## src/rtl/kwsc_pkg.sv

```systemverilog
package kwsc_pkg;

    // Field widths of one transaction.
    localparam int WORD_W      = 16;
    localparam int KEY_COUNT   = 4;
    localparam int NIB_W       = 4;
    localparam int KEY_IDX_W   = $clog2(KEY_COUNT);
    localparam int HDR_CNT_W   = KEY_IDX_W + 1;

    // Header capture is complete once this many keys are stored.
    localparam logic [HDR_CNT_W-1:0] HDR_DONE = HDR_CNT_W'(KEY_COUNT);
    // Data position after which the keys advance.
    localparam logic [KEY_IDX_W-1:0] LAST_PHASE = KEY_IDX_W'(KEY_COUNT - 1);

    // Direction register codes.
    localparam logic DIR_DECRYPT = 1'b0;
    localparam logic DIR_ENCRYPT = 1'b1;

    typedef logic [KEY_COUNT-1:0][WORD_W-1:0] key_arr_t;

    // Per-key increments applied before the nibble transpose (key 0 in the low slot).
    localparam key_arr_t KEY_STEP = {16'd19, 16'd23, 16'd41, 16'd67};

    // Payload of an input transaction.
    typedef struct packed {
        logic [WORD_W-1:0] data_word;
        logic              first_word;
        logic              in_last;
    } in_item_t;

    // Payload of a result transaction.
    typedef struct packed {
        logic [WORD_W-1:0] out_word;
        logic              is_key_word;
        logic              out_last;
    } out_item_t;

    // Add the step constants, then transpose the 4x4 nibble matrix:
    // nibble n of new key p is nibble p of old key n.
    function automatic key_arr_t advance_keys(input key_arr_t k);
        key_arr_t s;
        key_arr_t t;
        for (int p = 0; p < KEY_COUNT; p++)
        begin
            s[p] = k[p] + KEY_STEP[p];
        end
        for (int p = 0; p < KEY_COUNT; p++)
        begin
            for (int n = 0; n < KEY_COUNT; n++)
            begin
                t[p][n*NIB_W +: NIB_W] = s[n][p*NIB_W +: NIB_W];
            end
        end
        return t;
    endfunction

endpackage

```

## src/rtl/kwsc_if.sv

```systemverilog
// Input channel: one word of the structure per transaction.
interface kwsc_in_if;
    import kwsc_pkg::*;
    logic              valid;
    logic              ready;
    logic [WORD_W-1:0] data_word;
    logic              first_word;
    logic              in_last;

    modport source (output valid, output data_word, output first_word, output in_last,
                    input ready);
    modport sink   (input valid, input data_word, input first_word, input in_last,
                    output ready);
endinterface

// Output channel: one transformed word per transaction.
interface kwsc_out_if;
    import kwsc_pkg::*;
    logic              valid;
    logic              ready;
    logic [WORD_W-1:0] out_word;
    logic              is_key_word;
    logic              out_last;

    modport source (output valid, output out_word, output is_key_word, output out_last,
                    input ready);
    modport sink   (input valid, input out_word, input is_key_word, input out_last,
                    output ready);
endinterface

```

## src/rtl/kwsc_in_stage.sv

```systemverilog
module kwsc_in_stage
    import kwsc_pkg::*;
(
    input  logic     clk,
    input  logic     rst_n,
    kwsc_in_if.sink  din,
    input  logic     advance,
    output logic     s1_valid,
    output in_item_t s1_item
);

    logic     valid_reg;
    logic     valid_next;
    in_item_t item_reg;
    logic     take;

    // The register can load when empty or when its item moves on this cycle.
    assign din.ready = !valid_reg || advance;
    assign take      = din.valid && din.ready;

    always_comb
    begin
        valid_next = valid_reg;
        if (take)
        begin
            valid_next = 1'b1;
        end
        else if (advance)
        begin
            valid_next = 1'b0;
        end
    end

    // Valid flag.
    always_ff @(posedge clk or negedge rst_n)
    begin
        if (!rst_n)
        begin
            valid_reg <= 1'b0;
        end
        else
        begin
            valid_reg <= valid_next;
        end
    end

    // Payload capture.
    always_ff @(posedge clk)
    begin
        if (take)
        begin
            item_reg.data_word  <= din.data_word;
            item_reg.first_word <= din.first_word;
            item_reg.in_last    <= din.in_last;
        end
    end

    assign s1_valid = valid_reg;
    assign s1_item  = item_reg;

endmodule

```

## src/rtl/kwsc_key_unit.sv

```systemverilog
module kwsc_key_unit
    import kwsc_pkg::*;
(
    input  logic      clk,
    input  logic      rst_n,
    input  logic      fire,
    input  in_item_t  item,
    input  logic      direction,
    output out_item_t result
);

    key_arr_t              key_regs_reg;
    key_arr_t              key_regs_next;
    logic [HDR_CNT_W-1:0]  header_count_reg;
    logic [HDR_CNT_W-1:0]  header_count_next;
    logic [KEY_IDX_W-1:0]  key_phase_reg;
    logic [KEY_IDX_W-1:0]  key_phase_next;
    logic [HDR_CNT_W-1:0]  hc_eff;
    logic [KEY_IDX_W-1:0]  ph_eff;
    logic [WORD_W-1:0]     cur_key;

    // A first-word mark restarts header capture and the data phase.
    assign hc_eff  = item.first_word ? '0 : header_count_reg;
    assign ph_eff  = item.first_word ? '0 : key_phase_reg;
    assign cur_key = key_regs_reg[ph_eff];

    // Key capture in the header, add or subtract the key afterwards.
    always_comb
    begin
        key_regs_next      = key_regs_reg;
        header_count_next  = hc_eff;
        key_phase_next     = ph_eff;
        result.out_last    = item.in_last;
        if (hc_eff < HDR_DONE)
        begin
            key_regs_next[hc_eff[KEY_IDX_W-1:0]] = item.data_word;
            header_count_next  = hc_eff + HDR_CNT_W'(1);
            result.out_word    = item.data_word;
            result.is_key_word = 1'b1;
        end
        else
        begin
            unique case (direction)
                DIR_ENCRYPT: result.out_word = item.data_word + cur_key;
                DIR_DECRYPT: result.out_word = item.data_word - cur_key;
                default:     result.out_word = item.data_word;
            endcase
            result.is_key_word = 1'b0;
            if (ph_eff == LAST_PHASE)
            begin
                key_regs_next = advance_keys(key_regs_reg);
            end
            key_phase_next = ph_eff + KEY_IDX_W'(1);
        end
    end

    // Key state commits only when the item moves into the result register.
    always_ff @(posedge clk or negedge rst_n)
    begin
        if (!rst_n)
        begin
            key_regs_reg     <= '0;
            header_count_reg <= '0;
            key_phase_reg    <= '0;
        end
        else if (fire)
        begin
            key_regs_reg     <= key_regs_next;
            header_count_reg <= header_count_next;
            key_phase_reg    <= key_phase_next;
        end
    end

    // The header count never passes the number of keys.
    assert property (@(posedge clk) disable iff (!rst_n)
        header_count_reg <= HDR_DONE)
        else $error("header count out of range");

    // The data phase only moves once the header is complete.
    assert property (@(posedge clk) disable iff (!rst_n)
        (header_count_reg != HDR_DONE) |-> (key_phase_reg == '0))
        else $error("key phase moved during header capture");

    // A first-word item always becomes key 0.
    assert property (@(posedge clk) disable iff (!rst_n)
        (fire && item.first_word) |=> (header_count_reg == HDR_CNT_W'(1)))
        else $error("first word did not restart header capture");

    // Without a consumed item the key state stays put.
    assert property (@(posedge clk) disable iff (!rst_n)
        !fire |=> ($stable(key_regs_reg) && $stable(key_phase_reg)))
        else $error("key state changed without a transaction");

endmodule

```

## src/rtl/keyed_word_stream_cipher_unit.sv

```systemverilog
// Keyed word stream cipher unit.
//
// The din channel carries one 16-bit word per transaction, with a first-word
// mark that restarts a structure and a last mark that is only passed along.
// The first four words after a restart are stored as keys and returned
// unchanged with is_key_word set; every later word gets its position's key
// added (direction 1) or subtracted (direction 0), and the keys advance after
// every fourth data word. The dout channel returns one transaction per input.
// The user must write the direction register through cfg_we / cfg_wdata only
// while idle; the block itself does not enforce this.
// An accepted word is registered in the input register, moves on into the
// result register once that is empty or being drained, and waits there until
// dout takes it. Throughput is one word per clock while dout does not stall,
// set by the single add and key update between the two registers.
// When the receiver stalls, the result register holds its transaction and the
// input register still takes one more word before din.ready drops.
// Reset clears the keys, header count, key phase and direction to zero and
// empties both registers; no clearing pass is needed.
module keyed_word_stream_cipher_unit
    import kwsc_pkg::*;
(
    input  logic      clk,
    input  logic      rst_n,
    kwsc_in_if.sink   din,
    kwsc_out_if.source dout,
    input  logic      cfg_we,
    input  logic      cfg_wdata
);

    logic      direction_reg;
    logic      s1_valid;
    in_item_t  s1_item;
    logic      advance;
    out_item_t result;
    logic      res_valid_reg;
    logic      res_valid_next;
    out_item_t res_item_reg;

    // Input register.
    kwsc_in_stage u_in_stage (
        .clk      (clk),
        .rst_n    (rst_n),
        .din      (din),
        .advance  (advance),
        .s1_valid (s1_valid),
        .s1_item  (s1_item)
    );

    // Key state and word transform.
    kwsc_key_unit u_key_unit (
        .clk       (clk),
        .rst_n     (rst_n),
        .fire      (advance),
        .item      (s1_item),
        .direction (direction_reg),
        .result    (result)
    );

    // Direction register.
    always_ff @(posedge clk or negedge rst_n)
    begin
        if (!rst_n)
        begin
            direction_reg <= DIR_DECRYPT;
        end
        else if (cfg_we)
        begin
            direction_reg <= cfg_wdata;
        end
    end

    // An item moves on when the result register is empty or being drained.
    assign advance = s1_valid && (!res_valid_reg || dout.ready);

    always_comb
    begin
        res_valid_next = res_valid_reg;
        if (advance)
        begin
            res_valid_next = 1'b1;
        end
        else if (dout.ready)
        begin
            res_valid_next = 1'b0;
        end
    end

    // Result register valid flag.
    always_ff @(posedge clk or negedge rst_n)
    begin
        if (!rst_n)
        begin
            res_valid_reg <= 1'b0;
        end
        else
        begin
            res_valid_reg <= res_valid_next;
        end
    end

    // Result register payload.
    always_ff @(posedge clk)
    begin
        if (advance)
        begin
            res_item_reg <= result;
        end
    end

    assign dout.valid       = res_valid_reg;
    assign dout.out_word    = res_item_reg.out_word;
    assign dout.is_key_word = res_item_reg.is_key_word;
    assign dout.out_last    = res_item_reg.out_last;

endmodule

```

## src/flat_wrapper.sv

```systemverilog
// flat-port wrapper written by rule: the top's interface ports become plain ports
module keyed_word_stream_cipher_unit_flat import kwsc_pkg::*;
  (clk, rst_n, cfg_we, cfg_wdata, din_valid, din_data_word, din_first_word, din_in_last, din_ready, dout_valid, dout_out_word, dout_is_key_word, dout_out_last, dout_ready);
  kwsc_in_if din_i ();
  kwsc_out_if dout_i ();
  input  logic clk;
  input  logic rst_n;
  input  logic cfg_we;
  input  logic cfg_wdata;
  input wire logic [$bits(din_i.valid)-1:0] din_valid;
  input wire logic [$bits(din_i.data_word)-1:0] din_data_word;
  input wire logic [$bits(din_i.first_word)-1:0] din_first_word;
  input wire logic [$bits(din_i.in_last)-1:0] din_in_last;
  output wire logic [$bits(din_i.ready)-1:0] din_ready;
  output wire logic [$bits(dout_i.valid)-1:0] dout_valid;
  output wire logic [$bits(dout_i.out_word)-1:0] dout_out_word;
  output wire logic [$bits(dout_i.is_key_word)-1:0] dout_is_key_word;
  output wire logic [$bits(dout_i.out_last)-1:0] dout_out_last;
  input wire logic [$bits(dout_i.ready)-1:0] dout_ready;
  assign din_i.valid = din_valid;
  assign din_i.data_word = din_data_word;
  assign din_i.first_word = din_first_word;
  assign din_i.in_last = din_in_last;
  assign din_ready = din_i.ready;
  assign dout_valid = dout_i.valid;
  assign dout_out_word = dout_i.out_word;
  assign dout_is_key_word = dout_i.is_key_word;
  assign dout_out_last = dout_i.out_last;
  assign dout_i.ready = dout_ready;
  keyed_word_stream_cipher_unit u_core (.clk(clk), .rst_n(rst_n), .din(din_i), .dout(dout_i), .cfg_we(cfg_we), .cfg_wdata(cfg_wdata));
endmodule
```

## config.mk

```make
export PLATFORM = sky130hd
export DESIGN_NAME = keyed_word_stream_cipher_unit_flat
export DESIGN_NICKNAME = d
export VERILOG_FILES = /design/src/rtl/kwsc_pkg.sv /design/src/rtl/kwsc_if.sv /design/src/rtl/kwsc_in_stage.sv /design/src/rtl/kwsc_key_unit.sv /design/src/rtl/keyed_word_stream_cipher_unit.sv /design/src/flat_wrapper.sv
export SDC_FILE = /design/constraint.sdc
export NUM_CORES = 1
export LEC_CHECK = 0
export ABC_CLOCK_PERIOD_IN_PS = 5300
export BUFFER_PORTS_ARGS = -buffer_cell sky130_fd_sc_hd__clkbuf_2
export CAP_MARGIN = 5
export CELL_PAD_IN_SITES_DETAIL_PLACEMENT = 0
export CELL_PAD_IN_SITES_GLOBAL_PLACEMENT = 2
export CORE_MARGIN = 2
export CORE_UTILIZATION = 39
export DETAILED_ROUTE_END_ITERATION = 16
export PLACE_DENSITY_LB_ADDON = 0.1
export SLEW_MARGIN = 5
export SYNTH_ARGS = -nofsm -noshare
export SYNTH_HDL_FRONTEND = slang
export SYNTH_SLANG_ARGS = --single-unit
```

## constraint.sdc

```tcl
create_clock -name clk -period 5.3 [get_ports clk]
set_input_delay 1.06 -clock clk [delete_from_list [all_inputs] [get_ports clk]]
set_output_delay 1.06 -clock clk [all_outputs]
set_load 0.005 [all_outputs]
```

# Word level (Yosys, flattened, before mapping)
# Index checks and enable logic that the tools add are counted.
# word_totals
reg_bits,108
latch_bits,0
ramBits,0
romBits,0
in_bits,24
mem_count,0
# op_classes
add_sub_neg,8
n_mul,0
div,0
order_cmp,4
n_eq_ne,1
shifts,0
n_mux,17
bitwise,1
n_reduce_logical,11
# ops
operator,n
64-bit two-way mux,2
64-bit bitwise mux,1
"16-bit by 5-bit adder with 16-bit output, second input constant",2
16-bit binary-select mux with 2-bit select,1
16-bit demux with 2-bit select,1
16-bit two-way mux,2
16-bit case mux with 2 select lines,1
17-bit two-way mux,1
16-bit adder,1
"16-bit by 6-bit adder with 16-bit output, second input constant",1
"16-bit by 7-bit adder with 16-bit output, second input constant",1
16-bit subtractor,1
"2-bit by 3-bit less-than comparator with 1-bit output, second input constant",2
3-bit two-way mux,2
2-bit nonzero test,3
1-bit two-way mux,4
2-bit two-way mux,2
"3-bit by 1-bit adder with 3-bit output, second input constant",1
1-bit logical AND,3
"3-bit less-than comparator, second input constant",1
"2-bit by 1-bit adder with 2-bit output, second input constant",1
"2-bit equality test, second input constant",1
"2-bit by 1-bit greater-or-equal comparator with 1-bit output, second input constant",1
1-bit logical NOT,2
other kinds (3),4

# Longest topological paths before layout
# Gate-level depths: netlist of the first run.
# logic_depth
depth_word,7
ltp_mapped,19
depth_no_buf,18

# Hierarchy
# A second synthesis of the first run with hierarchy kept.
# hier_totals
cells_unflattened,771
area_unflattened_um2,6979.2
# modules_own_cells
mod,instances,cells_per_inst,area_each_um2,seq_area_each_um2
kwsc_key_unit,1,725,5760.5,1726.7
keyed_word_stream_cipher_unit,1,24,624.3,590.6
kwsc_in_stage,1,22,594.3,565.5

# Worst setup path before layout of the first run
# OpenSTA, ideal clock, no wires.
# synth_timing
path_kind,reg-to-reg
start,register u_core.u_key_unit.key_phase_reg[1]
end,"register u_core.res_item_reg, in the netlist u_core.dout.out_word[14], data pin"
setup_ns,0.263
arrival_time_ns,3.482
required_ns,5.037
setup_slack_ns,1.554
path_stages_with_launch,18
n_path_buf,1
period_less_slack_ns,3.746
path_cell_list,dfrtp_1 buf_6 nor2_1 nor2_2 o21ai_0 nor2_1 ha_1 nor2_1 a21oi_1 fa_1 a21o_1 a21oi_1 o21ai_1 a311o_1 a211oi_2 a22oi_1 xnor2_1 a21oi_1
# synth_lines
element,line,rtl
start: declaration,kwsc_key_unit.sv:16,logic [KEY_IDX_W-1:0] key_phase_reg;
start signal: assignment,kwsc_key_unit.sv:70,key_phase_reg <= key_phase_next;
end signal: assignment,keyed_word_stream_cipher_unit.sv:106,res_item_reg <= result;
end: declaration,keyed_word_stream_cipher_unit.sv:37,out_item_t res_item_reg;

==> flow_metrics.tcl, run 1 <==
set metrics [dict create \
    detail_route.wl_per_cell_microns 21.3 \
    p_sw_mw 2.03 \
    startpoint_type "flip-flop" \
    cts_hold_buf 0 \
    synthArstFlopShare 0.667 \
    ys_types 63 \
    grt_usage 0.239 \
    yosys.area.top_type "dfrtp_1" \
    max_slew_margin 0.223 \
    synthMuxAreaShare 0.0275 \
    placed_cells 1048 \
    drc 0 \
    grt_pass1_vias 6044 \
    p_int_mw 2.44 \
    fin_worst_skew_ns 0.00945 \
    synth_top_family_by_area "compound AO/OA/AOI/OAI gates" \
    clk_pin_slew_worst_paths_ns 0.07 \
    grt_max_degree 73 \
    swShare 0.455 \
    vias_per_cell 5.70 \
    r2r_setup_slack_ns 0.48 \
    synth_cells 806 \
    required_ns 5.39 \
    critPathMostFrequentCell "and3_1" \
    yosys-top-cells-area "dfrtp_1 25%, edfxtp_1 15%, nand2_1 5.6%" \
    fin_crit_sh 0.909 \
    critPathSlowestCell "a222oi_1" \
    clock-root-buffer "clkbuf_16" \
    min_period_ns 4.82 \
    nets 883 \
    detailed_place_hpwl_microns 16400 \
    ys.flop_type "dfrtp_1" \
    pwr-share-comb 0.491 \
    setup-tns-final_ns 0 \
    synth_simple_gate_area_frac 0.191 \
    syn_area_sq_mm 0.00711 \
    htreeDepth 3 \
    hold_path_class "reg2reg" \
    drive_gt1_frac 0.0994 \
    largest_register_ffs 64 \
    drt-initial-drc-count 422 \
    grt_overflow 0 \
    gp_congestion 0.848 \
    reg2reg_depth 16 \
    netlist.area_leader.share 0.253 \
    layout_commonest_cell "nand2_1" \
    fp.dieArea_sq_mm 0.0193 \
    worst_pin_slew_ns 1.16 \
    r2r-start "u_core.u_in_stage.s1_item[1]" \
    synth_xor_area_frac 0.0764 \
    io_pins 44 \
    diodes 0 \
    syn-num-nets 859 \
    die_w_microns 139 \
    final_cell_mix "107 x nand2_1, 82 x nor2_1, 72 x dfrtp_1, 69 x a21oi_1, 48 x o21ai_0" \
    cts_setup_buffers 0 \
    numCtsBuffers 9 \
    setup_violations 0 \
    cp-end-kind "flip-flop" \
    synth-adder-area-share 0.0521 \
    whs_path_depth 0 \
    worstHoldStart "u_core.u_in_stage.s1_item[0]" \
    cp_top_family "simple AND/OR/NAND/NOR gates" \
    firstDrtPassIters 5 \
    synth_seq_cells 108 \
    crit_fanout 9 \
    power.leakage_nw 3.21 \
    coreArea_sq_mm 0.0179 \
    r2r_end "u_core.dout.out_word[15]" \
    critPathBufInv 0 \
    ir_drop_mv 0.212 \
    ant_nets 0 \
    fmax_ghz 0.208 \
    clkPwrFrac 0.155 \
    rows 49 \
    fp.dieH_microns 139 \
    status "completed" \
    totalWireLength_microns 22600 \
    cts_tree "built" \
    seq_area_frac_synth 0.405 \
    p_per_area_mw_per_mm2 573 \
    start_util 0.397 \
    hold_violations 0 \
    clk_path_buf_depth 2 \
    port-buffer-count 43 \
    instances_no_fill 1064 \
    maxCapViolCount 0 \
    min_to "u_core.dout.out_last" \
    synth.avg_cell_area_sq_um 8.82 \
    synth_edf_count 36 \
    antenna_found_initial 0 \
    slowest_delay_ns 0.71 \
    cts_sinks 108 \
    nFillCells 1822 \
    syn_to_final_growth_pct 9.66 \
    vias 6068 \
    synth_warnings 0 \
    worstSkewPairLatency_ns 0.36 \
    path_cells "nor2b_1, a21oi_1, a222oi_1, and3_1, and2_1, nor2_1, xnor2_1, ha_1, and3_1, nor3b_1, nand3_1, a41oi_1, nor3_1, o21bai_2, nand2_1, xor2_1" \
    worstPathArrival_ns 4.91 \
    rsz0062_at_grt "no" \
    cts_resized 0 \
    timing.hold.ws_ns 0.426 \
    worstSetupPathType "reg2reg" \
    grt_pass1_wl_microns 35700 \
    synth_compound_area_frac 0.211 \
    p_seq_frac 0.354 \
    drv_slew 0 \
]
[stage by stage]
| stage | worst slack (ns) | power [mW] | utilization | cell area, sq um |
|---|---|---|---|---|
| finish | 0.481 | 4.47 | 0.436 | 7800 |
| global route | 0.136 | 4.85 | 0.436 | 7800 |
| CTS | 0.589 | 4.48 | 0.436 | 7800 |
| detailed placement | 0.628 | 3.77 | 0.419 | 7510 |
| global placement | 0.720 | 3.75 | 0.419 | 7510 |
| floorplan | 1.55 | 3.12 | - | 7110 |
[layout make-up]
type                    instances  area (sq um)  area share
well taps                     229           287      0.0367
clock buffers                  10           229      0.0294
repair buffers                 51           278      0.0356
multi-input cells             639          3980       0.510
clock inverters                 6          62.6     0.00802
flip-flops and latches        108          2880       0.370
inverters                      21          78.8      0.0101
[power by group through the flow]
stage | logic, mW | registers, mW | clock network [mW]
after global routing | 2.48 | 1.63 | 0.743
after floorplan | 1.71 | 1.41 | 0
after CTS | 2.19 | 1.58 | 0.713
after global placement | 2.16 | 1.59 | 0
final | 2.19 | 1.58 | 0.691
after detailed placement | 2.17 | 1.59 | 0
[synth_stat cells, types with 20 or more instances]
cell	n
clkbuf_1	24
nor2_1	82
xor2_1	24
ha_1	28
nand3_1	20
xnor2_1	38
dfrtp_1	72
a21oi_1	70
o21ai_0	48
edfxtp_1	36
nand2_1	107
inv_1	20
[routing by layer]
layer / part of all wire / wire [microns] / GRT usage / vias up
met4: 0.029 / 663 / 0.0829 / 0
met3: 0.043 / 982 / 0.0404 / 33
met5: 0 / 0 / 0 / -
li1: - / - / - / 2940
met1: 0.45 / 10300 / 0.321 / 2960
met2: 0.47 / 10700 / 0.391 / 135
[worst reg2reg max path: stages, from the launching register on]
cell and delay (ns):
edfxtp_1 0.39, nor2b_1 0.64, a21oi_1 0.18, a222oi_1 0.71, and3_1 0.33, and2_1 0.22, nor2_1 0.07, xnor2_1 0.15
ha_1 0.40, and3_1 0.23, nor3b_1 0.19, nand3_1 0.13, a41oi_1 0.46, nor3_1 0.12, o21bai_2 0.14, nand2_1 0.08
xor2_1 0.14
[logic make-up after synthesis]
logic type                 count (synthesis)
buffers and inverters                     59
muxes                                     19
AOI/OAI and AO/OA                        238
adders and majority gates                 29
DFF                                      108
and+or+nand+nor                          291
xor gates and xnor gates                  62
[worst max-delay path by stage]
stage | slack (ns) | cells past startpoint | end | startpoint
2_1_floorplan | 1.55 | 17 | u_core.dout.out_word[14] | u_core.u_key_unit.key_phase_reg[1]
3_3_place_gp | 0.72 | 14 | u_core.dout.out_word[13] | u_core.u_key_unit.key_phase_reg[1]
3_5_place_dp | 0.63 | 16 | u_core.dout.out_word[15] | u_core.u_in_stage.s1_item[1]
4_1_cts | 0.59 | 16 | u_core.dout.out_word[15] | u_core.u_in_stage.s1_item[1]
5_1_grt | 0.14 | 16 | u_core.dout.out_word[15] | u_core.u_in_stage.s1_item[1]
6_report | 0.48 | 16 | u_core.dout.out_word[15] | u_core.u_in_stage.s1_item[1]
Note: power is estimated with default switching activity, not from simulation.
==> inputs of run 2 (changes only) <==
- ABC_CLOCK_PERIOD_IN_PS: 5300 -> 4790
- clock period: 5.3 -> 4.79 ns (I/O delays scaled with it)
==> run 2 against run 1 <==
Against the previous run:
- power rose by 13%
- via count barely moved
- hold slack got worse by 0.0024 ns
- clock power rose by 21%
- first-iteration DRC count rose by 26%
- critical endpoint is now u_core.dout.out_word[14]
- highest routed layer unchanged
==> flow_metrics.tcl, run 2 (synthesis gave the netlist of run 1 again) <==
set metrics [dict create \
    firstDrtPassIters 5 \
    power.leakage_nw 3.26 \
    status "completed" \
    grt_usage 0.234 \
    coreArea_sq_mm 0.0179 \
    detailed_place_hpwl_microns 16200 \
    clk_path_buf_depth 2 \
    largest_register_ffs 64 \
    detail_route.wl_per_cell_microns 20.9 \
    fp.dieArea_sq_mm 0.0193 \
    clock-root-buffer "clkbuf_16" \
    rows 49 \
    drc 0 \
    setup_ws_ns 0.404 \
    vias 6064 \
    setup-tns-final_ns 0 \
    ir_drop_mv 0.249 \
    p_per_area_mw_per_mm2 640 \
    nets 887 \
    r2r-start "u_core.u_key_unit.key_phase_reg[0]" \
    path_cells "buf_4, nor2_1, nor2_4, o21ai_0, nor2_1, ha_1, nor2_1, a21oi_1, fa_1, a21o_1, a21oi_1, o21ai_1, a311o_1, a211oi_2, a22oi_1, xnor2_1, a21oi_1" \
    drive_gt1_frac 0.108 \
    required_ns 4.87 \
    numCtsBuffers 9 \
    setup_violations 0 \
    whs_path_depth 0 \
    place_ws_ns 0.258 \
    worst_pin_slew_ns 1.14 \
    fin_worst_skew_ns 0.00750 \
    r2r_setup_slack_ns 0.40 \
    start_util 0.397 \
    hold_violations 0 \
    cts_sinks 108 \
    cts_tree "built" \
    r2r_end "u_core.dout.out_word[14]" \
    diodes 0 \
    hold_path_class "reg2reg" \
    fp.dieH_microns 139 \
    port-buffer-count 43 \
    startpoint_type "flip-flop" \
    die_w_microns 139 \
    fmax_ghz 0.228 \
    syn_to_final_growth_pct 10.8 \
    drt-initial-drc-count 530 \
    worstSetupPathType "reg2reg" \
    final_cell_mix "107 x nand2_1, 82 x nor2_1, 71 x dfrtp_1, 69 x a21oi_1, 48 x o21ai_0" \
    worstSkewPairLatency_ns 0.36 \
    gp_congestion 0.906 \
    drv_slew 0 \
    worstPathArrival_ns 4.47 \
    clk_pin_slew_worst_paths_ns 0.08 \
    maxCapViolCount 0 \
    htreeDepth 3 \
    grt_max_degree 73 \
    cp-end-kind "flip-flop" \
    nFillCells 1792 \
    slowest_delay_ns 0.47 \
    io_pins 44 \
    ant_nets 0 \
    reg2reg_depth 17 \
    critPathSlowestCell "fa_1" \
    min_to "u_core.dout.out_last" \
    fin_crit_sh 0.916 \
    min_period_ns 4.39 \
    grt_overflow 0 \
    grt_pass1_vias 5768 \
    antenna_found_initial 0 \
    max_slew_margin 0.238 \
    grt_pass1_wl_microns 34800 \
    totalWireLength_microns 22300 \
    vias_per_cell 5.68 \
    worstHoldStart "u_core.u_in_stage.s1_item[0]" \
    layout_commonest_cell "nand2_1" \
    crit_fanout 22 \
]
run 2: worst max path at each step:
stage                                       startpoint                        to
finish              u_core.u_key_unit.key_phase_reg[0]  u_core.dout.out_word[14]
detailed placement        u_core.u_in_stage.s1_item[1]  u_core.dout.out_word[15]
global route        u_core.u_key_unit.key_phase_reg[0]  u_core.dout.out_word[13]
floorplan           u_core.u_key_unit.key_phase_reg[1]  u_core.dout.out_word[14]
CTS                 u_core.u_key_unit.key_phase_reg[1]  u_core.dout.out_word[15]
global placement    u_core.u_key_unit.key_phase_reg[1]  u_core.dout.out_word[14]
run 2: report_power, final:
group          switching [mW]  leakage (nW)  internal, mW
clock                   0.371         0.157         0.464
combinational            1.40          1.89          1.05
sequential              0.498          1.21          1.26
total                    2.27          3.26          2.78
run 2: critical path, delay by kind of cell, from the launching register on:
kind | cells | cell delay, ns
AO/OA/AOI/OAI | 9 | 1.98
buffers and inverters | 1 | 0.23
flip-flops | 1 | 0.38
adder cells (fa/ha/maj) | 2 | 0.77
XOR/XNOR | 1 | 0.16
AND/OR/NAND/NOR | 4 | 0.59
run 2: per-layer routing:
metal / track usage / part of all wire / vias up
met5: 0 / 0 / -
met4: 0.0633 / 0.023 / 0
met3: 0.0380 / 0.038 / 28
met2: 0.386 / 0.47 / 140
met1: 0.321 / 0.47 / 2959
li1: - / - / 2937
run 2: cell type report:
type                            instances  area (sq um)  area share
Clock inverter                          7          98.8      0.0125
Timing Repair Buffer                   55           308      0.0391
Multi-Input combinational cell        639          4000       0.507
Sequential cell                       108          2880       0.366
Tap cell                              229           287      0.0364
Inverter                               21          78.8      0.0100
Clock buffer                            9           225      0.0286
run 2: repair_timing:
| action | 4_1_cts | 5_1_grt |
|---|---|---|
| hold endpoints to repair | 0 | 0 |
| endpoints found under the setup margin | 0 | 4 |
| gates resized for setup | 0 | 4 |
| setup buffers | 0 | 2 |
| hold buffers | 0 | 0 |
run 2: metrics by stage:
stage          hold WS [ns]   util  std cells  power (mW)  instance area, sq um
6_report              0.424  0.440       1068        5.04                  7880
5_1_grt               0.461  0.440       1068        5.44                  7880
4_1_cts               0.427  0.438       1066        5.03                  7850
3_5_place_dp          0.408  0.420       1050        4.16                  7520
3_3_place_gp          0.403  0.420       1050        4.16                  7520
2_1_floorplan         0.400      -        806        3.45                  7110
